--- config.mk ---
export PLATFORM = sky130hd
export DESIGN_NAME = dcmlr_front
export DESIGN_NICKNAME = d
export VERILOG_FILES = /design/src/design/dcmlr_pkg.sv /design/src/design/dcmlr_front.sv
export SDC_FILE = /design/constraint.sdc
export NUM_CORES = 1
export LEC_CHECK = 0
export ABC_CLOCK_PERIOD_IN_PS = 3300
export BUFFER_PORTS_ARGS = -buffer_cell sky130_fd_sc_hd__buf_4
export CORE_ASPECT_RATIO = 0.5
export CORE_MARGIN = 1
export CORE_UTILIZATION = 40
export CTS_CLUSTER_DIAMETER = 200
export DETAILED_ROUTE_END_ITERATION = 8
export PLACE_DENSITY = 0.67
export SETUP_SLACK_MARGIN = 0.05
export SLEW_MARGIN = 20
export SYNTH_ARGS = -nofsm -noshare
export SYNTH_HDL_FRONTEND = slang
export SYNTH_SLANG_ARGS = --single-unit
--- constraint.sdc ---
create_clock -name i_clk -period 3.3 [get_ports i_clk]
set_input_delay 0.33 -clock i_clk [delete_from_list [all_inputs] [get_ports i_clk]]
set_output_delay 0.33 -clock i_clk [all_outputs]
set_load 0.01 [all_outputs]
--- src/design/dcmlr_pkg.sv ---
// Package for the depth curve minimum liquidity ratio block.
// Holds the queue word type, the sequencer state type and fixed constants.
// No dependencies.
package dcmlr_pkg;

    localparam int unsigned QW = 48;   // Q24.24 field width
    localparam int unsigned NW = 64;   // Q40.24 notional width
    localparam int unsigned LW = 39;   // log2 value, 7 integer + 32 fraction bits

    localparam logic [NW-1:0] ALL_ONES    = '1;
    localparam logic [63:0]   BPS_LN2_Q16 = 64'd454260936;

    // One classified point, as passed from the front end to the back end
    typedef struct packed {
        logic [QW-1:0] cum_quantity;
        logic [QW-1:0] level_price;
        logic [QW-1:0] step;
        logic          skip;
        logic          last_point;
    } t_item;

    typedef enum logic [3:0] {
        B_IDLE,
        B_NMUL,
        B_NMUL_W,
        B_NADD,
        B_NORM,
        B_SQ,
        B_SQ_W,
        B_BMUL,
        B_BMUL_W,
        B_DMUL,
        B_DMUL_W,
        B_DIV,
        B_FIN,
        B_OUT
    } t_bstate;

endpackage

--- src/design/dcmlr_front.sv ---
// Front end: accepts points, forms the quantity step and the skip flag.
// Depends on dcmlr_pkg for the word type.
module dcmlr_front (
    input  logic             i_clk,
    input  logic             i_rst_n,
    input  logic             i_in_valid,
    output logic             o_in_stall,
    input  logic [47:0]      i_cum_quantity,
    input  logic [47:0]      i_level_price,
    input  logic             i_last_point,
    input  logic             i_queue_full,
    output logic             o_push,
    output dcmlr_pkg::t_item o_item
);

    logic [47:0] r_prev;

    assign o_in_stall = i_queue_full;
    assign o_push     = i_in_valid && !i_queue_full;

    always_comb begin
        o_item.cum_quantity = i_cum_quantity;
        o_item.level_price  = i_level_price;
        o_item.step         = i_cum_quantity - r_prev;
        o_item.skip         = (i_cum_quantity <= r_prev) || (i_level_price == 48'd0);
        o_item.last_point   = i_last_point;
    end

    // Remember the quantity on every point; drop it at the end of a side
    always_ff @(posedge i_clk) begin
        if (!i_rst_n) begin
            r_prev <= '0;
        end else if (o_push) begin
            r_prev <= i_last_point ? 48'd0 : i_cum_quantity;
        end
    end

endmodule

### Word level (Yosys, flattened, before mapping)

Index checks and enable logic that the tools add are counted.

* flip-flop bits (word level): 48
* bits of input ports: 101
* output and inout port bits: 148

* $add $sub $neg: 1
* order comparisons: 1
* muxes and demuxes: 1
* reductions and logical operators: 4

Operator list (count)
* <= comparator 48 bit: 1
* logical NOT 48 bit: 1
* 2-to-1 mux 48 bit: 1
* subtractor 48 bit: 1
* logical AND 1 bit: 1
* logical NOT 1 bit: 1
* logical OR 1 bit: 1

### Longest topological paths before layout

Gate-level depths: netlist of the first run.

* depth after elaboration: 2
* gate-level depth with buffers: 12
* depth with buffers taken out: 12

### Least setup slack after synthesis of the first run

No wires, ideal clock.

* kind: input port to output port
* start: in i_cum_quantity[0]
* end: out o_item[44] (netlist name)
* arrival: 2.502 ns
* data required time: 2.970 ns
* path slack: 0.468 ns
* stages on the path: 12
* path buffers: 0
* path through: inv_1 > ha_1 > fa_1 > nor2b_1 > o21bai_1 > a211oi_1 > or3_4 > a21oi_4 > o21ai_2 > a311oi_2 > or3b_1 > nand3_1

RTL lines
* from (decl): RTL line dcmlr_front.sv:8 `input logic [47:0] i_cum_quantity,`
* to (decl): RTL line dcmlr_front.sv:13 `output dcmlr_pkg::t_item o_item`

==> impl_metrics.csv, run 1 <==
group,metric,value,unit
cells_and_area,drive_gt1_frac,0.392,
clock_tree,cts.sinks,48,
cells_and_area,final_util,0.563,
sta,period_minus_slack,3.28,ns
logic_synthesis,yosysTopAreaCellShare,0.169,
sta,worst_pin_slew,0.621,ns
routing,wl_per_cell,16.2,um
sta,hold_viol,0,
die,rows,30,
placement,port_buffers,248,
sta,finalSetupViolations,0,
sta,worst_clock_skew,0,ns
critical_path,cpPeakStageDelay,0.37,ns
logic_synthesis,yosys-top-cells-area,"dfxtp_1 (17%), buf_4 (13%), ha_1 (11%)",
logic_synthesis,synth_cell_type_count,54,
sta,rsz0062_at_grt,"true",
logic_synthesis,synth-compound-area-share,0.250,
logic_synthesis,synth_common_cells,"buf_4 (98), nand2_1 (85), inv_1 (63)",
clock_tree,holdBufCountCts,0,
die,die_w,170,um
die,start_util,0.414,
sta,min_period_over_period,0.995,
sta,setup-tns-final,0,ns
logic_synthesis,syn-mean-instance-area,7.45,sq um
logic_synthesis,synth.mux.area_fraction,0,
sta,holdWs,0.331,ns
global_route,grt_pass1_wl,26400,um
clock_tree,cts_made_buffers,5,
pwr,leakage,3.17,nW
critical_path,path_max_fanout,7,
placement,hpwl,13600,um
critical_path,required,2.97,ns
die,coreArea,0.0137,sq mm
cells_and_area,reg.largest.list,"r_prev (48)",
clock_tree,cts_tree,"yes",
die,die_y,86.2,um
routing,drt-total-wl,17900,um
logic_synthesis,yosysTopAreaCell,"dfxtp_1",
pwr,cellPowerDensity,302,mW/mm^2
global_route,grt_max_degree,51,
logic_synthesis,yosys_warnings,0,
logic_synthesis,ys_ff_latch,48,
clock_tree,clockRootBuffer,"clkbuf_16",
logic_synthesis,synth_top_family_by_area,"compound AO/OA/AOI/OAI gates",
cells_and_area,diodes,0,
routing,vias_per_cell,5.26,
clock_tree,clk_path_buf_depth,2,
pwr,p_total,2.33,mW
sta,slew_headroom,0.585,
logic_synthesis,synth_area,0.00568,sq mm
logic_synthesis,synth-simple-area-share,0.213,
cells_and_area,final_nets,1064,
routing,dr.pass1.iters,5,
critical_path,cp_slowest_cell,"o31a_4",
clock_tree,path_clk_slew,0.07,ns
routing,drtAntennaViolNets,0,
critical_path,path_cells,"inv_1, ha_4, nand3_2, o211ai_1, a211o_1, o21ai_2, o21ai_4, a21oi_4, o31a_4, o31ai_4, xor2_1, buf_4",
critical_path,critPathArrivalTime,2.95,ns
pwr,ir_worst_vdd,203,uV
logic_synthesis,ys_async_sr_fraction,0,
logic_synthesis,synth-xor-area-share,0.0664,
min_path,hold_path.class,"input pin to register",
routing,vias,5819,
outcome,status,"finished clean",
clock_tree,clk_latency,0.30,ns
cells_and_area,largest_register_ffs,48,
logic_synthesis,synthFlopType,"dfxtp_1",
critical_path,crit_path_start_kind,"register",
sta,fmax,0.304,GHz
routing,drt-initial-drc-count,367,
logic_synthesis,yosys.area_share.adder,0.109,
run,cap_violations,0,
logic_synthesis,syn_inst,762,
die,die_area,0.0147,sq mm
cells_and_area,final.fill_count,1299,
placement,place_congestion,0.860,
routing,drc,0,
cells_and_area,syn_to_final_growth,35.9,%
critical_path,crit_path_end_kind,"output port",
logic_synthesis,yosys.cell_count.top_type,"buf_4",
global_route,grt_pass1_vias,5150,
logic_synthesis,ys_seq_area_frac,0.169,
clock_tree,h-tree-depth,2,
cells_and_area,regMostFlops,"r_prev",
logic_synthesis,synth_edf_count,0,
critical_path,crit_type,"register to output port",
global_route,gr-total-overflow,0,
logic_synthesis,synth.net_count,912,
global_route,antenna_found_initial,0,
sta,slew_viol_final,0,
die,io_pins,249,
global_route,track_usage,0.226,
-- worst max-delay path, delay by kind of cell (launching register included) --
| family | cells | cell delay [ns] |
|---|---|---|
| AOI/OAI and AO/OA | 7 | 1.51 |
| and+or+nand+nor | 1 | 0.08 |
| xor gates and xnor gates | 1 | 0.20 |
| buffers and inverters | 2 | 0.22 |
| DFF | 1 | 0.33 |
| adders and majority gates | 1 | 0.31 |
-- what timing repair did --
item	in CTS	in global routing
gates resized for setup	40	44
setup buffers	6	9
setup endpoints to repair	14	19
pin swaps	14	29
-- path summary, 6_finish.rpt --
path / startpoint / endpoint / slack [ns] / cells after the start
worst min-delay path: i_cum_quantity[43] / r_prev[43]$_SDFFE_PN0P_ / 0.33 / 3
worst min register to register: r_prev[14]$_SDFFE_PN0P_ / r_prev[14]$_SDFFE_PN0P_ / 0.46 / 2
worst max register to register: r_prev[44]$_SDFFE_PN0P_ / r_prev[44]$_SDFFE_PN0P_ / 2.62 / 2
worst max-delay path: r_prev[8]$_SDFFE_PN0P_ / o_item[45] / 0.02 / 12
-- final cells by class --
cell class                      count  area (sq um)  area share
Sequential cell                    48           968       0.126
Inverter                           63           236      0.0307
Timing Repair Buffer              273          2050       0.266
Tap cell                          192           240      0.0311
Clock buffer                        8           146      0.0190
Multi-Input combinational cell    523          4070       0.528
-- layer usage --
layer / track usage / part of all wire
met5: 0 / 0
met4: 0.0344 / 0.0070
met3: 0.0397 / 0.054
met1: 0.297 / 0.46
met2: 0.396 / 0.48
-- through the flow --
step / instances / setup slack (ns) / area [sq um]
2_1_floorplan: 762 / 0.468 / 5680
3_3_place_gp: 1084 / 0.0881 / 7000
3_5_place_dp: 1084 / 0.0736 / 7000
4_1_cts: 1098 / 0.0547 / 7450
5_1_grt: 1107 / -0.0631 / 7710
6_report: 1107 / 0.0159 / 7710
-- logic make-up (layout without fill, tap and decap cells) --
logic type               Yosys count  after routing
AO/OA/AOI/OAI                    204            204
adder cells (fa/ha/maj)           49             49
buffers and inverters            191            344
XOR/XNOR                          43             43
flip-flops                        48             48
AND/OR/NAND/NOR                  227            227
-- placed cells by master, fill, tap and decap left out, drive strengths merged, types with 2 or more instances in the layout --
| master | count |
|---|---|
| xor2 | 15 |
| o31ai | 2 |
| nor4 | 13 |
| nor3 | 3 |
| or3 | 5 |
| and3 | 5 |
| inv | 63 |
| a211oi | 4 |
| a21boi | 48 |
| nand4 | 15 |
| o21ai | 33 |
| a211o | 3 |
| o21bai | 10 |
| a21o | 22 |
| a221oi | 5 |
| clkbuf | 8 |
| nor2b | 9 |
| a41oi | 2 |
| ha | 48 |
| o21a | 3 |
| nand2 | 86 |
| nand2b | 5 |
| and2 | 4 |
| xnor2 | 28 |
| o31a | 4 |
| a21oi | 59 |
| and4 | 3 |
| a31oi | 4 |
| a221o | 2 |
| dfxtp | 48 |
| buf | 273 |
| nor2 | 24 |
| nand3b | 46 |
| nand3 | 6 |
-- power by group --
group / total, mW / leakage, nW / switching [mW] / internal, mW
Combinational: 1.18 / 2.71 / 0.594 / 0.582
Sequential: 0.605 / 0.392 / 0.00854 / 0.597
Clock: 0.548 / 0.0712 / 0.245 / 0.304
Total: 2.33 / 3.17 / 0.847 / 1.48
Note: power is estimated with default switching activity, not from simulation.
==> run 2, diff against run 1 <==
Settings changed: CELL_PAD_IN_SITES_DETAIL_PLACEMENT set to 0, CELL_PAD_IN_SITES_GLOBAL_PLACEMENT set to 2, CORE_UTILIZATION 40 to 26, PLACE_DENSITY 0.67 to 0.81.
==> run 2 against run 1 <==
Setup slack improved by 0.044 ns. Die area is 53% higher. Via count decreased by 1.8%. Maximum frequency grew 1.3%. Count of clock-buffer cells in the layout unchanged. Power grew 1.3%. Sequential share of layout area shrank 0.34 points. Clock skew unchanged. Largest power group unchanged. Critical path depth stayed put. Global-route usage shrank 6.4 points. First-iteration DRC count down 50%. Critical endpoint is now o_item[31].
==> impl_metrics.csv, run 2 (synthesis results as in run 1) <==
group,metric,value,unit
outcome,status,"finished clean",
sta,setup_ws,0.0596,ns
placement,hpwl,15000,um
cells_and_area,final_cell_mix,"buf_4 (294), nand2_1 (83), inv_1 (55)",
sta,fmax,0.309,GHz
critical_path,path_max_fanout,3,
die,die_y,106,um
global_route,grt_pass1_wl,28900,um
die,die_area,0.0225,sq mm
placement,place_congestion,0.835,
routing,drtAntennaViolNets,0,
critical_path,ff2ff_setup_slack,2.59,ns
die,rows,37,
cells_and_area,largest_register_ffs,48,
sta,worst_pin_slew,0.645,ns
global_route,grt_pass1_vias,5487,
critical_path,crit_path_start_kind,"register",
cells_and_area,drive_gt1_frac,0.425,
placement,dp_slack,0.00687,ns
die,coreArea,0.0210,sq mm
critical_path,worst-path-buf-inv,2,
sta,slew_viol_final,0,
sta,finalSetupViolations,0,
clock_tree,clk_latency,0.29,ns
critical_path,r2r_start,"r_prev[1]$_SDFFE_PN0P_",
placement,dp_cells,1197,
cells_and_area,final.fill_count,2198,
min_path,holdPathEnd,"r_prev[12]$_SDFFE_PN0P_",
sta,rsz0062_at_grt,"true",
pwr,ir_worst_vdd,182,uV
critical_path,critPathArrivalTime,2.91,ns
routing,drc,0,
global_route,track_usage,0.162,
critical_path,crit_type,"register to output port",
cells_and_area,final_nets,1086,
critical_path,path_cells,"inv_2, ha_4, o21a_1, o31ai_4, a211oi_4, a211o_1, a211oi_2, o31a_1, o21ai_2, a41oi_2, xnor2_1, buf_4",
global_route,grt_max_degree,51,
die,start_util,0.271,
cells_and_area,layout_commonest_cell,"buf_4",
critical_path,required,2.97,ns
cells_and_area,diodes,0,
die,die_w,211,um
min_path,hp-start,"i_cum_quantity[12]",
critical_path,cp_slowest_cell,"dfxtp_2",
critical_path,cpPeakStageDelay,0.34,ns
sta,worst_clock_skew,0,ns
critical_path,crit_path_end_kind,"output port",
global_route,gr-total-overflow,0,
clock_tree,cts_made_buffers,5,
cells_and_area,syn_to_final_growth,40.9,%
cells_and_area,reg.largest.list,"r_prev (48)",
min_path,hold_path.class,"input pin to register",
die,io_pins,249,
clock_tree,h-tree-depth,2,
clock_tree,path_clk_slew,0.07,ns
sta,hold_viol,0,
routing,vias_per_cell,4.65,
clock_tree,cts.sinks,48,
critical_path,regToRegEndpoint,"r_prev[1]$_SDFFE_PN0P_",
sta,min_period_over_period,0.982,
routing,vias,5717,
sta,slew_headroom,0.570,
placement,port_buffers,248,
clock_tree,clockRootBuffer,"clkbuf_16",
pwr,leakage,3.30,nW
pwr,cellPowerDensity,295,mW/mm^2
critical_path,cpLargestDelayFamily,"compound AO/OA/AOI/OAI gates",
clock_tree,clk_path_buf_depth,2,
run,cap_violations,0,
sta,period_minus_slack,3.24,ns
clock_tree,cts_tree,"yes",
routing,wl_per_cell,15.6,um
cells_and_area,regMostFlops,"r_prev",
min_path,hold_path_depth,3,
global_route,antenna_found_initial,0,
routing,dr.pass1.iters,4,
routing,drt-initial-drc-count,184,
cells_and_area,fin_cells,1229,
routing,drt-total-wl,19200,um
critical_path,reg2reg_depth,3,
-- run 2: cell types whose count changed in the layout (fill, tap and decap cells not counted), moves of 3 or more --
cell	change
dfxtp_1	-7
buf_4	+21
inv_1	-5
dfxtp_2	+7
inv_2	+5
ha_4	-3
-- run 2: worst register-to-register path, stage by stage (launching register included) --
cell and delay, ns:
dfxtp_2 0.34, buf_4 0.11, nand2_1 0.04, a21boi_0 0.15
-- run 2: cell type report --
| cell class | instances | area (sq um) | share of cell area |
|---|---|---|---|
| clock buffers | 8 | 146 | 0.0183 |
| well taps | 292 | 365 | 0.0457 |
| inverters | 63 | 236 | 0.0296 |
| flip-flops and latches | 48 | 977 | 0.122 |
| multi-input cells | 523 | 4050 | 0.507 |
| repair buffers | 295 | 2220 | 0.277 |
-- run 2: worst max path at each step --
stage / from / end / cells after the start
3_3_place_gp: i_cum_quantity[0] / o_item[44] / 14
6_report: r_prev[2]$_SDFFE_PN0P_ / o_item[31] / 12
4_1_cts: r_prev[0]$_SDFFE_PN0P_ / o_item[44] / 13
5_1_grt: r_prev[3]$_SDFFE_PN0P_ / o_item[45] / 12
3_5_place_dp: i_cum_quantity[0] / o_item[38] / 15
2_1_floorplan: i_cum_quantity[0] / o_item[44] / 12
-- run 2: power by group --
| part | total, mW | switching (mW) | internal [mW] |
|---|---|---|---|
| Clock | 0.550 | 0.246 | 0.304 |
| Combinational | 1.20 | 0.606 | 0.599 |
| Sequential | 0.605 | 0.00846 | 0.597 |
-- run 2: stage by stage --
stage               hold WS [ns]   util  cell area [sq um]  setup TNS (ns)  total power, mW
floorplan                  0.441      -               5680               0             1.26
global placement           0.449  0.344               7220               0             1.71
detailed placement         0.455  0.344               7220               0             1.71
CTS                        0.329  0.369               7740               0             2.34
global route               0.337  0.381               8000          -0.418             2.52
finish                     0.323  0.381               8000               0             2.36
-- run 2: routing by layer --
| metal | share of wire | track usage | vias to the layer above |
|---|---|---|---|
| li1 | - | - | 2888 |
| met1 | 0.47 | 0.213 | 2681 |
| met2 | 0.48 | 0.285 | 133 |
| met3 | 0.041 | 0.0222 | 15 |
| met4 | 0.013 | 0.0311 | 0 |
| met5 | 0 | 0 | - |
-- run 2: what timing repair did --
item / 4_1_cts / 5_1_grt
setup endpoints to repair: 18 / 20
buffers inserted: 15 / 11
gates resized for setup: 54 / 46
pin swaps: 24 / 37
hold buffers: 0 / 0
endpoints found under the hold margin: 0 / 0
==> run 3, diff against run 2 <==
Settings changed: GPL_TIMING_DRIVEN set to 0.
==> run 3 against run 2 <==
Design area increased by 8.9%. Count of clock-buffer cells in the layout decreased by 2. Largest cell class unchanged. Critical endpoint is now o_item[40]. Clock skew unchanged. Sequential power about the same. Setup slack improved by 0.015 ns.
==> impl_metrics.csv, run 3 (synthesis results as in run 1) <==
group,metric,value,unit
routing,wl_met2,9410,um
routing,drt-initial-drc-count,231,
cells_and_area,reg.largest.list,"r_prev (48)",
die,io_pins,249,
critical_path,critPathArrivalTime,2.89,ns
routing,drt-total-wl,20200,um
sta,finalSetupViolations,0,
cells_and_area,diodes,0,
global_route,grt_pass1_vias,5635,
global_route,grt_pass1_wl,30500,um
routing,drtAntennaViolNets,0,
placement,dp_cells,1301,
global_route,antenna_found_initial,0,
cells_and_area,largest_register_ffs,48,
cells_and_area,fin_cells,1330,
die,die_y,106,um
sta,min_period_over_period,0.977,
pwr,cellPowerDensity,288,mW/mm^2
critical_path,cpLargestDelayFamily,"compound AO/OA/AOI/OAI gates",
sta,worst_clock_skew,0,ns
clock_tree,clockRootBuffer,"clkbuf_16",
routing,drt-met1-wl,9790,um
min_path,hold_path_depth,3,
placement,place_congestion,0.870,
sta,fmax,0.310,GHz
routing,vias_per_cell,4.52,
critical_path,critPathCapture,"o_item[40]",
clock_tree,cts.sinks,48,
routing,wl_per_cell,15.2,um
global_route,gr-total-overflow,0,
clock_tree,cts_tree,"yes",
routing,dr.pass1.iters,5,
cells_and_area,final_nets,1187,
critical_path,reg2reg_depth,3,
sta,slew_viol_final,0,
placement,hpwl,16200,um
die,start_util,0.271,
outcome,status,"finished clean",
clock_tree,path_clk_slew,0.08,ns
routing,drc,0,
sta,holdWs,0.332,ns
clock_tree,clk_latency,0.29,ns
sta,slew_headroom,0.567,
pwr,ir_worst_vdd,194,uV
clock_tree,h-tree-depth,2,
sta,period_minus_slack,3.22,ns
critical_path,required,2.97,ns
global_route,grt_max_degree,15,
critical_path,cpPeakStageDelay,0.43,ns
routing,met3_length,838,um
global_route,track_usage,0.172,
clock_tree,cts_made_buffers,5,
cells_and_area,regMostFlops,"r_prev",
critical_path,crit_type,"register to output port",
min_path,hold_path.class,"input pin to register",
critical_path,worst-path-buf-inv,3,
critical_path,path_max_fanout,7,
critical_path,r2r_start,"r_prev[1]$_SDFFE_PN0P_",
cells_and_area,drive_gt1_frac,0.457,
critical_path,crit_path_end_kind,"output port",
placement,port_buffers,247,
die,die_w,211,um
critical_path,regToRegEndpoint,"r_prev[1]$_SDFFE_PN0P_",
critical_path,crit_cells,12,
critical_path,cp_slowest_cell,"or3_4",
cells_and_area,layout_commonest_cell,"buf_4",
die,rows,37,
pwr,leakage,3.72,nW
die,coreArea,0.0210,sq mm
clock_tree,holdBufCountCts,0,
critical_path,path_cells,"inv_2, ha_4, a21oi_4, o21ai_2, nor2b_1, or3_4, a21oi_4, o21ai_4, a311oi_4, buf_4, xnor2_2, buf_4",
cells_and_area,final_cell_mix,"buf_4 (371), nand2_1 (84), inv_1 (57)",
critical_path,cp-startpoint,"r_prev[9]$_SDFFE_PN0P_",
critical_path,crit_path_start_kind,"register",
cells_and_area,final_util,0.415,
clock_tree,clk_path_buf_depth,2,
routing,vias,6010,
sta,worst_pin_slew,0.649,ns
sta,hold_viol,0,
critical_path,ff2ff_setup_slack,2.57,ns
sta,rsz0062_at_grt,"true",
cells_and_area,syn_to_final_growth,53.4,%
routing,top_layer_used,"met4",
die,die_area,0.0225,sq mm
run,cap_violations,0,
[run 3: cell types whose count changed in the layout (fill, tap and decap cells not counted), moves of 3 or more]
| cell | before | now |
|---|---|---|
| buf_1 | 0 | 3 |
| buf_4 | 294 | 371 |
| clkbuf_1 | 2 | 19 |
| o21ai_1 | 7 | 3 |
[run 3: worst min path at each step]
stage                               to                     from  slack, ns
2_1_floorplan  r_prev[13]$_SDFFE_PN0P_  r_prev[13]$_SDFFE_PN0P_       0.44
3_3_place_gp   r_prev[41]$_SDFFE_PN0P_  r_prev[41]$_SDFFE_PN0P_       0.45
3_5_place_dp   r_prev[34]$_SDFFE_PN0P_  r_prev[34]$_SDFFE_PN0P_       0.45
4_1_cts        r_prev[24]$_SDFFE_PN0P_       i_cum_quantity[24]       0.33
5_1_grt        r_prev[20]$_SDFFE_PN0P_       i_cum_quantity[20]       0.34
6_report       r_prev[20]$_SDFFE_PN0P_       i_cum_quantity[20]       0.33
[run 3: metrics by stage]
step                      setup WS (ns)  setup TNS [ns]  total power, mW  cell area [sq um]
final                            0.0750               0             2.50               8710
after global routing            -0.0668          -0.239             2.65               8710
after CTS                       0.00688               0             2.50               8560
after detailed placement        -0.0794          -0.168             1.78               7900
after global placement          -0.0462         -0.0942             1.78               7900
after floorplan                   0.468               0             1.26               5680
[run 3: what timing repair did]
item                                   CTS  global route
endpoints found under the hold margin    0             0
resized for setup                       74            33
pin swaps                               35            23
setup endpoints to repair               19            15
buffers inserted                        16            11
[run 3: worst min-delay path, stage by stage]
cell	delay, ns
buf_4	0.12
nand3b_1	0.07
a21boi_0	0.07
[run 3: metal layers]
| metal | global-route usage | up-vias |
|---|---|---|
| li1 | - | 3086 |
| met1 | 0.233 | 2769 |
| met2 | 0.294 | 149 |
| met3 | 0.0233 | 6 |
| met4 | 0.0223 | 0 |
| met5 | 0 | - |
[run 3: area by class of cell]
class / count / area [sq um]
Timing Repair Buffer: 273 / 2050
Fill cell: 2205 / 12300
Sequential cell: 48 / 975
Inverter: 63 / 236
Clock buffer: 6 / 129
Multi-Input combinational cell: 523 / 4070
Tap cell: 292 / 365
Buffer: 123 / 850
Clock inverter: 2 / 35.0
[run 3: power breakdown]
group,internal [mW],switching [mW],total [mW]
sequential,0.597,0.00846,0.605
combinational,0.658,0.626,1.28
clock,0.358,0.258,0.616
total,1.61,0.892,2.50
