## src/design/dcmlr_pkg.sv

```systemverilog
// Package for the depth curve minimum liquidity ratio block.
// Holds the queue word type, the sequencer state type and fixed constants.
// No dependencies.
package dcmlr_pkg;

    localparam int unsigned QW = 48;   // Q24.24 field width
    localparam int unsigned NW = 64;   // Q40.24 notional width
    localparam int unsigned LW = 39;   // log2 value, 7 integer + 32 fraction bits

    localparam logic [NW-1:0] ALL_ONES    = '1;
    localparam logic [63:0]   BPS_LN2_Q16 = 64'd454260936;

    // One classified point, as passed from the front end to the back end
    typedef struct packed {
        logic [QW-1:0] cum_quantity;
        logic [QW-1:0] level_price;
        logic [QW-1:0] step;
        logic          skip;
        logic          last_point;
    } t_item;

    typedef enum logic [3:0] {
        B_IDLE,
        B_NMUL,
        B_NMUL_W,
        B_NADD,
        B_NORM,
        B_SQ,
        B_SQ_W,
        B_BMUL,
        B_BMUL_W,
        B_DMUL,
        B_DMUL_W,
        B_DIV,
        B_FIN,
        B_OUT
    } t_bstate;

endpackage

```

## src/design/dcmlr_fifo.sv

```systemverilog
// Short word queue between the front end and the back end.
// Depends on dcmlr_pkg for the word type.
module dcmlr_fifo #(
    parameter int unsigned DEPTH = 4
) (
    input  logic            i_clk,
    input  logic            i_rst_n,
    input  logic            i_push,
    input  dcmlr_pkg::t_item i_item,
    input  logic            i_pop,
    output logic            o_full,
    output logic            o_empty,
    output dcmlr_pkg::t_item o_head
);

    localparam int unsigned PW = (DEPTH > 1) ? $clog2(DEPTH) : 1;
    localparam int unsigned CW = $clog2(DEPTH + 1);
    localparam logic [PW-1:0] LAST_PTR = PW'(DEPTH - 1);
    localparam logic [CW-1:0] FULL_CNT = CW'(DEPTH);

    dcmlr_pkg::t_item r_mem [DEPTH];
    logic [PW-1:0] r_wr, r_rd;
    logic [CW-1:0] r_cnt;

    always_ff @(posedge i_clk) begin
        if (i_push) begin
            r_mem[r_wr] <= i_item;
        end
    end

    always_ff @(posedge i_clk) begin
        if (!i_rst_n) begin
            r_wr  <= '0;
            r_rd  <= '0;
            r_cnt <= '0;
        end else begin
            if (i_push) begin
                r_wr <= (r_wr == LAST_PTR) ? '0 : r_wr + PW'(1);
            end
            if (i_pop) begin
                r_rd <= (r_rd == LAST_PTR) ? '0 : r_rd + PW'(1);
            end
            if (i_push && !i_pop) begin
                r_cnt <= r_cnt + CW'(1);
            end else if (i_pop && !i_push) begin
                r_cnt <= r_cnt - CW'(1);
            end
        end
    end

    assign o_full  = (r_cnt == FULL_CNT);
    assign o_empty = (r_cnt == '0);
    assign o_head  = r_mem[r_rd];

endmodule

```

## config.mk

```make
export PLATFORM = sky130hd
export DESIGN_NAME = dcmlr_fifo
export DESIGN_NICKNAME = d
export VERILOG_FILES = /design/src/design/dcmlr_pkg.sv /design/src/design/dcmlr_fifo.sv
export SDC_FILE = /design/constraint.sdc
export NUM_CORES = 1
export LEC_CHECK = 0
export BUFFER_PORTS_ARGS = -buffer_cell sky130_fd_sc_hd__buf_2
export CORE_MARGIN = 1.5
export CORE_UTILIZATION = 57
export CTS_CLUSTER_DIAMETER = 60
export CTS_CLUSTER_SIZE = 16
export DETAILED_ROUTE_END_ITERATION = 16
export PLACE_DENSITY = 0.79
export SLEW_MARGIN = 40
export SYNTH_ARGS = -nofsm -noshare
export SYNTH_HDL_FRONTEND = slang
export SYNTH_SLANG_ARGS = --single-unit
```

## constraint.sdc

```tcl
create_clock -name i_clk -period 6.8 [get_ports i_clk]
set_input_delay 1.7 -clock i_clk [delete_from_list [all_inputs] [get_ports i_clk]]
set_output_delay 1.7 -clock i_clk [all_outputs]
set_load 0.1 [all_outputs]
```

### After elaboration in Yosys (flattened, before gate mapping)

Memories as Yosys holds them, arrays and structs flattened. A register that Yosys moved wholly into a read port is not among the register bits.
Index checks and enable logic that the tools add are counted.

* flip-flop bits (word level): 7
* bits in writable memories: 584
* input port bits: 150
* output and inout bits: 148
* word-level logic and storage cells: 25
* memories kept: 1

Memories
* r_mem: depth 4, width 146, rd ports 1, clocked after memory_dff 1, write ports 1, RTL line dcmlr_fifo.sv:21 `dcmlr_pkg::t_item r_mem [DEPTH];`

* add/subtract/negate cells: 4
* equal/unequal tests: 3
* muxes and demuxes: 8
* reductions and logical operators: 6

Operator list (number)
* two-way mux 2 bit: 4
* two-way mux 3 bit: 2
* adder 2 x 1 -> 2 bit, second input constant: 2
* == test 2 bit, second input constant: 2
* adder 3 x 1 -> 3 bit, second input constant: 1
* == test 3 bit, second input constant: 1
* logical NOT 3 bit: 1
* subtractor 3 x 1 -> 3 bit, second input constant: 1
* logical AND 1 bit: 2
* logical NOT 1 bit: 2
* two-way mux 1 bit: 2
* nonzero test 2 bit: 1

### Longest topological paths before layout

Gate-level depths: netlist of run 1.

* depth after elaboration: 4
* mapped depth: 7
* depth with buffers taken out: 7

### Worst setup path before layout of run 1

Ideal clock, no wire load.

* path kind: input port to flip-flop
* start point: input i_push
* end point: memory r_mem[0][0] (netlist bit), enable pin
* library setup time: 522 ps
* data arrival time: 5034 ps
* data required time: 6278 ps
* path slack: 1243 ps
* cell stages on the path: 1
* path buffers: 0
* path through: and2_1

* longest elaborated chain between the ends: 2

Ends and longest elaborated chain
* start: declaration: RTL line dcmlr_fifo.sv:8 `input logic i_push,`
* two-way mux 1 bit: RTL line dcmlr_fifo.sv:26 `if (i_push) begin`
* two-way mux 1 bit (not written as such): RTL line dcmlr_fifo.sv:27 `r_mem[r_wr] <= i_item;`
* end: declaration: RTL line dcmlr_fifo.sv:21

Every way passes these cells.

==> results of run 1 <==
[final cells by class]
| type | instances | share of cell area |
|---|---|---|
| timing repair buffer | 308 | 0.0675 |
| multi-input combinational | 177 | 0.143 |
| sequential | 593 | 0.711 |
| tap | 504 | 0.0253 |
| clock buffer | 55 | 0.0467 |
| inverter | 4 | 0.000602 |
| clock inverter | 10 | 0.00542 |
| antenna | 7 | 0.000703 |
[through the flow]
stage / area, um^2 / instances / power [W]
global route: 24900 / 1653 / 0.00840
floorplan: 21500 / 806 / 0.00553
CTS: 24900 / 1650 / 0.00824
detailed placement: 23600 / 1585 / 0.00580
global placement: 23600 / 1583 / 0.00577
finish: 24900 / 1658 / 0.00816
[how the worst max path moves through the flow]
stage,start,endpoint
final,register,o_head[3]
after global routing,register,o_head[3]
after CTS,register,o_head[3]
after detailed placement,register,o_head[3]
after global placement,register,o_head[49]
after floorplan,i_push,r_mem[0][0]$_DFFE_PP_
[synth_stat cells (all sizes together)]
| cell type | instances | share of area |
|---|---|---|
| xnor2 | 1 | 0.00041 |
| and2 | 5 | 0.0015 |
| edfxtp | 584 | 0.82 |
| nor2 | 1 | 0.00017 |
| mux4 | 146 | 0.15 |
| xor2 | 1 | 0.00041 |
| mux2i | 4 | 0.0019 |
| clkbuf | 2 | 0.00035 |
| buf | 30 | 0.0094 |
| nor2b | 5 | 0.0015 |
| nor3 | 2 | 0.00047 |
| nor3b | 1 | 0.00035 |
| o21ai | 1 | 0.00023 |
| dfxtp | 9 | 0.0084 |
| inv | 4 | 0.00070 |
| fa | 1 | 0.00093 |
| ha | 6 | 0.0035 |
| or3 | 1 | 0.00029 |
| a21boi | 1 | 0.00035 |
| o21a | 1 | 0.00035 |
[power groups by stage]
stage / clock network, W / registers (W) / logic (W)
final: 0.00245 / 0.00423 / 0.00148
after global routing: 0.00263 / 0.00424 / 0.00153
after CTS: 0.00252 / 0.00424 / 0.00148
after detailed placement: 0 / 0.00432 / 0.00148
after global placement: 0 / 0.00430 / 0.00147
after floorplan: 0 / 0.00431 / 0.00122
[state kept, by name (all words and copies together), names as in the netlist, named ones only]
signal	cells
r_wr	2
r_rd	2
r_cnt	3
r_mem	584
[critical path: stages (launching register included)]
cell and delay [ns]:
dfxtp_4 0.54, buf_12 0.43, mux4_2 0.35, buf_2 0.43
[layer usage]
metal,vias to the layer above,wire (um),track usage
met5,-,41,0
met4,6,801,0.0653
met3,63,3180,0.0610
met2,301,19600,0.337
met1,5012,15400,0.268
li1,4128,-,-
[cell usage in the layout, fill, tap and decap left out]
master,count
edfxtp_1,584
buf_2,297
mux4_2,146
clkbuf_16,45
clkbuf_1,10
buf_12,9
diode_2,7
dfxtp_1,7
ha_1,6
nor2b_1,5
inv_1,4
and2_4,4
mux2i_1,4
bufinv_16,3
nor3_1,2
dfxtp_4,2
inv_6,2
clkinvlp_4,2
clkinv_1,2
buf_4,2
nor3b_1,1
xnor2_1,1
and2_1,1
nor2_1,1
o21a_1,1
xor2_1,1
o21ai_0,1
or3_1,1
a21boi_0,1
fa_1,1
clkinv_2,1
[cell families after synthesis]
logic type,Yosys count,share of synthesized area
AO/OA/AOI/OAI,3,0.000931
XOR/XNOR,2,0.000815
adder cells (fa/ha/maj),7,0.00442
buffers and inverters,36,0.0105
flip-flops,593,0.824
multiplexers,150,0.155
AND/OR/NAND/NOR,15,0.00419
==> results.md, run 1 <==
- Clock transition at path regs: 0.07 ns
- Cell Int Power: 0.00580 W
- Mapped Area: 21,500 um^2
- Area growth syn-to-layout: 16.0%
- ANT nets after route: 0
- #FFs+latches synth: 593
- Initial Util: 0.583
- CTS buffer count: 44
- Cells on worst reg2reg path: 3
- Hold WS: 0.510 ns
- Core Area: 36,900 um^2
- Synthesized Nets: 963
- Largest net degree at the start of global routing: 116
- Status: complete, no violations
- Final min period: 4.19 ns
- Worst Max-Slew Pin Slew: 0.772 ns
- Max_cap viols: 0
- DRC Markers: 0
- Critical register-to-register path startpoint: r_wr[0]$_SDFFE_PN0P_
- R2r setup slk: 4.56 ns
- Clk root buf: clkbuf_16
- Worst Skew: 0.00779 ns
- CTS tree: yes
- Port buffer count: 297
- Initial antenna violation count: 8
- Per-cell routed wire length: 23.5 um
- I/O pin total: 298
- Routed WL: 39,000 um
- Crit Path Max Fanout: 93
- PnR worst setup slack: 2.61 ns
- Average cell area after synthesis: 26.7 um^2
- Hold endpoint: r_cnt[2]$_SDFFE_PN0P_
- Hold path depth: 2
- FF-to-FF End: r_mem[3][57]$_DFFE_PP_
- Pwr dens: 327 nW/um^2
- Unrepaired setup endpoints after global routing: no
- DRT iter0 DRCs: 508
- Synthesis warning total: 0
- Total Neg Setup Slack: 0 ns
- Vias in the first global route: 9,957
- Fmax achieved: 238 MHz
- Seq. cell area: 17,700 um^2
- Global-route wire length before repair: 58,500 um
- Sw frac: 0.289
- Via/cell ratio: 5.74
- Startpoint types: register
- Slew margin rel.: 0.485
- Pleak: 8.26 nW
- Final count of negative-setup-slack endpoints: 0
- Peak VDD IR: 0.282 mV
- Die Ht: 197 um
- Mapped Cells: 806
- GP Congestion: 0.687
- Crit Path Class: register to primary output
- Total track usage: 0.205
- Register area share after synthesis: 0.824
- Final Max Slew Viols: 0
- Die Width: 197 um
- Hold Path Class: register to register
- Die area: 38,900 um^2
- Pre-CTS WS: 2.82 ns
- CTS Sinks: 593
- Net Switching: 0.00236 W
- Critical Path AT: 2.49 ns
- Rows: 70
- Seq pwr share: 0.518
- # fillers: 2,291
- Library cells used by synthesis: 22
- Via count: 9,510
- Final period util: 0.617
- Hold_buf cts: 0
- Post-CTS Setup Inserts: 0
- Hold_sp: r_cnt[2]$_SDFFE_PN0P_
- Comb pwr share: 0.181
- Setup crit end kind: primary output
- HPWL after DPL: 22,600 um
- Area taken by multi-input logic gates: 3560 um^2
- Clk pwr share: 0.301
- Req. time, crit path: 5.10 ns
- CTS resizes: 0
- H-tree lvl count: 2
- Fin util: 0.676
- Fraction of layout cells with a size suffix above 1: 0.447
- DR pass1 iterations: 4
- Bufs on Longest Clock Path: 3
- Layout net count: 1,285
- Grt total ovfl: 0
- Worst-Skew Late Latency: 0.57 ns
- Final Hold Violating Endpoints: 0
Note: power is estimated with default switching activity, not from simulation.
==> run 2, diff against run 1 <==
--- a/config.mk
+++ b/config.mk
@@ -5,6 +5,7 @@
 export SDC_FILE = /design/constraint.sdc
 export NUM_CORES = 1
 export LEC_CHECK = 0
+export ABC_AREA = 1
 export BUFFER_PORTS_ARGS = -buffer_cell sky130_fd_sc_hd__buf_2
 export CORE_MARGIN = 1.5
 export CORE_UTILIZATION = 57
==> constraint.sdc (replaced) <==
create_clock -name i_clk -period 4.02 [get_ports i_clk]
set_input_delay 1.005 -clock i_clk [delete_from_list [all_inputs] [get_ports i_clk]]
set_output_delay 1.005 -clock i_clk [all_outputs]
set_load 0.1 [all_outputs]
==> run 2 against run 1 <==
Clock power is 75% higher. Synthesized cell count is 83% higher. Global-route usage increased by 2.6 points. Non-clock buffer count is 11 higher. Register-to-register slack worse by 2.6 ns. Hold slack improved by 0.039 ns. Clock-buffer cell count is 2 lower. Via count rose by 38%. Clock skew is 0.011 ns higher. Critical path depth up 1. Setup slack got worse by 2.4 ns. Routed wire length rose by 20%. Largest cell class unchanged.
==> results.md, run 2 <==
- Ys async rst share: 0
- Fmax achieved: 265 MHz
- Die Ht: 199 um
- # fillers: 2,581
- Startpoint types: register
- CTS resizes: 0
- Routed WL: 46,700 um
- Vias in the first global route: 12,800
- #FFs+latches synth: 593
- Tot Pwr: 0.0143 W
- Fraction of layout cells with a size suffix above 1: 0.217
- Synthesis warning total: 0
- Max reg flops: 584
- Commonest non-fill, non-tap cell in the layout: edfxtp_1
- Final Max Slew Viols: 0
- Final min period: 3.78 ns
- Pleak: 8.74 nW
- Worst-Skew Late Latency: 0.57 ns
- Register area share after synthesis: 0.806
- I/O pin total: 298
- Worst stage delay on the critical path: 0.89 ns
- Library cells used by synthesis: 20
- Hold_buf cts: 0
- Worst Max-Slew Pin Slew: 0.844 ns
- Grt total ovfl: 0
- HPWL after DPL: 26,200 um
- DRT iter0 DRCs: 1,014
- Core Area: 37,800 um^2
- Clock transition at path regs: 0.07 ns
- Die Width: 199 um
- Slew margin rel.: 0.437
- Peak VDD IR: 0.437 mV
- DR pass1 iterations: 5
- Status: complete, no violations
- Cell with the most instances after synthesis: edfxtp_1
- Largest net degree at the start of global routing: 149
- Most frequent cells in the layout: 584 x edfxtp_1, 300 x nor2_1, 297 x buf_2
- Mapped Area: 22,000 um^2
- CP max stage cell: dfxtp_4
- Setup crit end kind: primary output
- Req. time, crit path: 3.01 ns
- Max_cap viols: 0
- Final Hold Violating Endpoints: 0
- Via/cell ratio: 5.77
- Via count: 13,100
- Total Neg Setup Slack: 0 ns
- GP Congestion: 0.747
- Port buffer count: 297
- Clk root buf: clkbuf_16
- Global-route wire length before repair: 69,500 um
- Bufs on Longest Clock Path: 3
- Synth top cells by count: 584 x edfxtp_1, 300 x nor2_1, 161 x o21ai_0, 146 x o22ai_1, 134 x o21ai_1
- DRC Markers: 0
- Most area-hungry cell type in the Yosys netlist: edfxtp_1
- Crit Path Max Fanout: 72
- Pwr dens: 563 nW/um^2
- Crit Path Class: register to primary output
- Synthesized Nets: 1,628
- CTS buffer count: 45
- Cells on worst reg2reg path: 5
- Ys flop type: edfxtp_1
- Mapped Cells: 1,471
- Unrepaired setup endpoints after global routing: no
- Final period util: 0.940
- Crit-path cells: buf_12 > o21ai_0 > o22ai_1 > buf_2
- Area growth syn-to-layout: 15.4%
- Synth area leaders: edfxtp_1 80%, nor2_1 5.1%, o22ai_1 4.2%, o21ai_0 3.7%, o21ai_1 3.1%
- Die area: 39,700 um^2
- Hold Path Class: register to register
- Final count of negative-setup-slack endpoints: 0
- Rows: 71
- Layout net count: 1,898
- Total track usage: 0.231
- CTS tree: yes
- Initial Util: 0.581
- Largest regs: r_mem x584, r_cnt x3
- Average cell area after synthesis: 14.9 um^2
- Post-CTS Setup Inserts: 0
- ANT nets after route: 0
- Initial antenna violation count: 14
- CTS Sinks: 593
- Most flops, register: r_mem
- Area taken by multi-input logic gates: 3700 um^2
- Worst Skew: 0.0190 ns
- Top-area cell type share of the netlist area: 0.798
- Per-cell routed wire length: 20.5 um
- Critical Path AT: 2.77 ns
- Post-synth EDFFs: 584
- H-tree lvl count: 2
- Hold path depth: 2
- Seq. cell area: 17,700 um^2
==> run 2: cell types whose count changed in the layout (fill, tap and decap cells not counted), moves of 5 or more <==
| cell | change |
|---|---|
| nor2_1 | +299 |
| o21ai_0 | +160 |
| mux4_2 | -146 |
| o22ai_1 | +146 |
| o21ai_1 | +134 |
| nand2_1 | +8 |
| buf_12 | +6 |
| inv_1 | +6 |
| buf_4 | +5 |
| nor2b_1 | -5 |
==> run 2: stage by stage <==
step | std cells | hold WS [ns] | setup slack, ns | util | area (um^2)
global route | 2271 | 0.590 | 0.134 | 0.670 | 25300
global placement | 2205 | 0.508 | 0.896 | 0.634 | 24000
floorplan | 1471 | 0.490 | 0.381 | - | 22000
CTS | 2268 | 0.552 | 0.205 | 0.669 | 25300
finish | 2279 | 0.549 | 0.241 | 0.670 | 25400
detailed placement | 2205 | 0.542 | 0.823 | 0.634 | 24000
==> run 2: kinds of logic (layout without fill, tap and decap cells) <==
kind of cell / Yosys count / after routing / synth area share
other cells: 0 / 11 / 0
compound gates: 444 / 444 / 0.109
fa+ha+maj: 7 / 7 / 0.00433
buf+inv: 112 / 398 / 0.0253
simple gates: 314 / 314 / 0.0540
flops: 593 / 593 / 0.806
xor+xnor: 1 / 1 / 0.000399
==> run 2: worst max-delay path, delay by kind of cell (launching register included) <==
family                 cells  cell delay [ns]
DFF                        1             0.89
buffers and inverters      2             0.78
AOI/OAI and AO/OA          2             0.40
==> run 2: worst paths after layout <==
kind / startpoint / endpoint / slack, ns
min reg2reg: r_cnt[1]$_SDFFE_PN0P_ / r_cnt[1]$_SDFFE_PN0P_ / 0.55
min: r_cnt[1]$_SDFFE_PN0P_ / r_cnt[1]$_SDFFE_PN0P_ / 0.55
max reg2reg: r_wr[0]$_SDFFE_PN0P_ / r_mem[0][60]$_DFFE_PP_ / 1.91
max: register / o_head[123] / 0.24
==> run 2: layout make-up <==
cell class / instances / share of cell area
antenna: 11 / 0.00109
clock buffer: 53 / 0.0473
clock inverter: 10 / 0.00582
inverter: 16 / 0.00336
multi-input combinational: 766 / 0.146
sequential: 593 / 0.699
tap: 511 / 0.0252
timing repair buffer: 319 / 0.0725
==> run 2: routing by layer <==
layer,global-route usage,up-vias,part of all wire
met3,0.0727,102,0.089
met2,0.378,469,0.48
met5,0,-,0.0019
li1,-,6114,-
met1,0.293,6452,0.40
met4,0.0850,12,0.029
==> run 2: report_power, final <==
group	switching [W]	internal [W]	total [W]
Sequential	0.0000815	0.00707	0.00715
Clock	0.00197	0.00231	0.00428
Combinational	0.00241	0.000437	0.00285
==> run 3, diff against run 2 <==
--- a/config.mk
+++ b/config.mk
@@ -5,8 +5,8 @@
 export SDC_FILE = /design/constraint.sdc
 export NUM_CORES = 1
 export LEC_CHECK = 0
-export ABC_AREA = 1
 export BUFFER_PORTS_ARGS = -buffer_cell sky130_fd_sc_hd__buf_2
+export CAP_MARGIN = 30
 export CORE_MARGIN = 1.5
 export CORE_UTILIZATION = 57
 export CTS_CLUSTER_DIAMETER = 60
==> constraint.sdc (replaced) <==
create_clock -name i_clk -period 3.9 [get_ports i_clk]
set_input_delay 0.975 -clock i_clk [delete_from_list [all_inputs] [get_ports i_clk]]
set_output_delay 0.975 -clock i_clk [all_outputs]
set_load 0.1 [all_outputs]
==> run 3 against run 2 <==
First-iteration DRC count shrank 36%. Sequential cell count is the same. Clock skew shrank 0.0068 ns. Setup slack gained 0.19 ns. Highest routed layer unchanged. Non-clock buffer count shrank 3. Final cell count shrank 27%. Via count shrank 28%. Hold slack lost 0.042 ns. Die area shrank 2.1%. Sequential power grew 3.1%. Final area shrank 1.6%. Register-to-register slack gained 0.04 ns.
==> results.md, run 3 (synthesis results as in run 1) <==
- Final Hold Violating Endpoints: 0
- Per-cell routed wire length: 23.5 um
- Core Area: 36,900 um^2
- DRT iter0 DRCs: 644
- Post-CTS Setup Inserts: 0
- FF-to-FF End: r_mem[2][10]$_DFFE_PP_
- Pleak: 8.28 nW
- Seq pwr share: 0.523
- Slew margin rel.: 0.566
- Setup crit end kind: primary output
- Rows: 70
- CTS resizes: 0
- Initial antenna violation count: 7
- Critical register-to-register path startpoint: r_wr[0]$_SDFFE_PN0P_
- Fmax achieved: 288 MHz
- Crit-path cells: buf_4 > mux4_2 > buf_2
- Crit Path Class: register to primary output
- Crit Path Max Fanout: 19
- DRC Markers: 0
- Die area: 38,900 um^2
- Via/cell ratio: 5.68
- PnR worst setup slack: 0.430 ns
- Cell Int Power: 0.00995 W
- Hold_sp: r_cnt[2]$_SDFFE_PN0P_
- DR pass1 iterations: 4
- GP Congestion: 0.693
- CTS buffer count: 44
- H-tree lvl count: 2
- Final Max Slew Viols: 0
- Clock transition at path regs: 0.07 ns
- Max_cap viols: 0
- Area growth syn-to-layout: 16.1%
- Clk root buf: clkbuf_16
- Total Neg Setup Slack: 0 ns
- Status: complete, no violations
- CTS Sinks: 593
- Final count of negative-setup-slack endpoints: 0
- Initial Util: 0.583
- Cells after DPL: 1,594
- Hold WS: 0.508 ns
- Final non-filler cell total: 1,669
- Total track usage: 0.209
- Req. time, crit path: 2.92 ns
- Hold path depth: 2
- Pwr dens: 565 nW/um^2
- Comb pwr share: 0.183
- Port buffer count: 297
- Largest net degree at the start of global routing: 77
- Hold_buf cts: 0
- Pre-CTS WS: 0.958 ns
- Startpoint types: register
- Sw frac: 0.294
- Grt total ovfl: 0
- Cells on worst reg2reg path: 4
- GR met2 Demand/Resource: 0.329
- Critical Path AT: 2.50 ns
- CP max stage cell: dfxtp_4
- Die Width: 197 um
- Worst-Skew Late Latency: 0.57 ns
- Most flops, register: r_mem
- Largest regs: r_mem x584, r_cnt x3
- I/O pin total: 298
- Clk pwr share: 0.294
- Cell Area, Placed: 23,700 um^2
- Commonest non-fill, non-tap cell in the layout: edfxtp_1
- ANT nets after route: 0
- Worst Max-Slew Pin Slew: 0.651 ns
- Final min period: 3.47 ns
- Grt met3 use: 0.0727
- Met1 Usage GRT: 0.282
- Design area: 24,900 um^2
- R2r setup slk: 1.95 ns
- Most frequent cells in the layout: 584 x edfxtp_1, 297 x buf_2, 146 x mux4_2
- Hold endpoint: r_cnt[2]$_SDFFE_PN0P_
- Vias in the first global route: 9,932
- CTS tree: yes
- Worst stage delay on the critical path: 0.61 ns
- Via count: 9,474
- Unrepaired setup endpoints after global routing: no
- HPWL after DPL: 23,600 um
- Gr busiest metal: met2
- Routed WL: 39,300 um
- Layout net count: 1,293
- Net Switching: 0.00415 W
- Max reg flops: 584
- Hold Path Class: register to register
- Bufs on Longest Clock Path: 3
- Global-route wire length before repair: 59,800 um
- Die Ht: 197 um
- Final period util: 0.890
- Peak VDD IR: 0.559 mV
- Fraction of layout cells with a size suffix above 1: 0.449
- Worst Skew: 0.0122 ns
## run 3: worst max-delay path by stage
stage	startpoint	to	slack, ns	cells after the start
after detailed placement	register	o_head[71]	0.96	3
after CTS	register	o_head[71]	0.33	3
after floorplan	r_cnt[0]$_SDFFE_PN0P_	o_full	0.37	1
after global placement	register	o_head[71]	0.98	3
after global routing	register	o_head[71]	0.26	3
final	register	o_head[71]	0.43	3
## run 3: metal layers
metal / wire length, um / up-vias
met3: 3890 / 49
met5: 23 / -
met4: 700 / 4
met1: 15300 / 4933
li1: - / 4133
met2: 19400 / 355
## run 3: through the flow
| step | total power, W | util |
|---|---|---|
| 2_1_floorplan | 0.00962 | - |
| 3_3_place_gp | 0.0101 | 0.642 |
| 3_5_place_dp | 0.0101 | 0.642 |
| 4_1_cts | 0.0142 | 0.676 |
| 5_1_grt | 0.0146 | 0.676 |
| 6_report | 0.0141 | 0.677 |
## run 3: layout make-up
class,count,area (um^2)
Timing Repair Buffer,316,1750
Multi-Input combinational cell,177,3560
Tap cell,504,631
Sequential cell,593,17700
Fill cell,2241,11900
Antenna cell,6,15.0
Clock inverter,8,60.1
Clock buffer,61,1190
Inverter,4,15.0
## run 3: worst max-delay path, delay by kind of cell (launching register included)
family	cells	cell delay [ns]
muxes	1	0.56
DFF	1	0.61
buffers and inverters	2	0.73
## run 3: power groups by stage
stage | registers (W) | clock network (W) | logic (W)
floorplan | 0.00750 | 0 | 0.00213
global placement | 0.00750 | 0 | 0.00258
detailed placement | 0.00752 | 0 | 0.00260
CTS | 0.00738 | 0.00426 | 0.00261
global route | 0.00739 | 0.00449 | 0.00268
finish | 0.00737 | 0.00414 | 0.00258
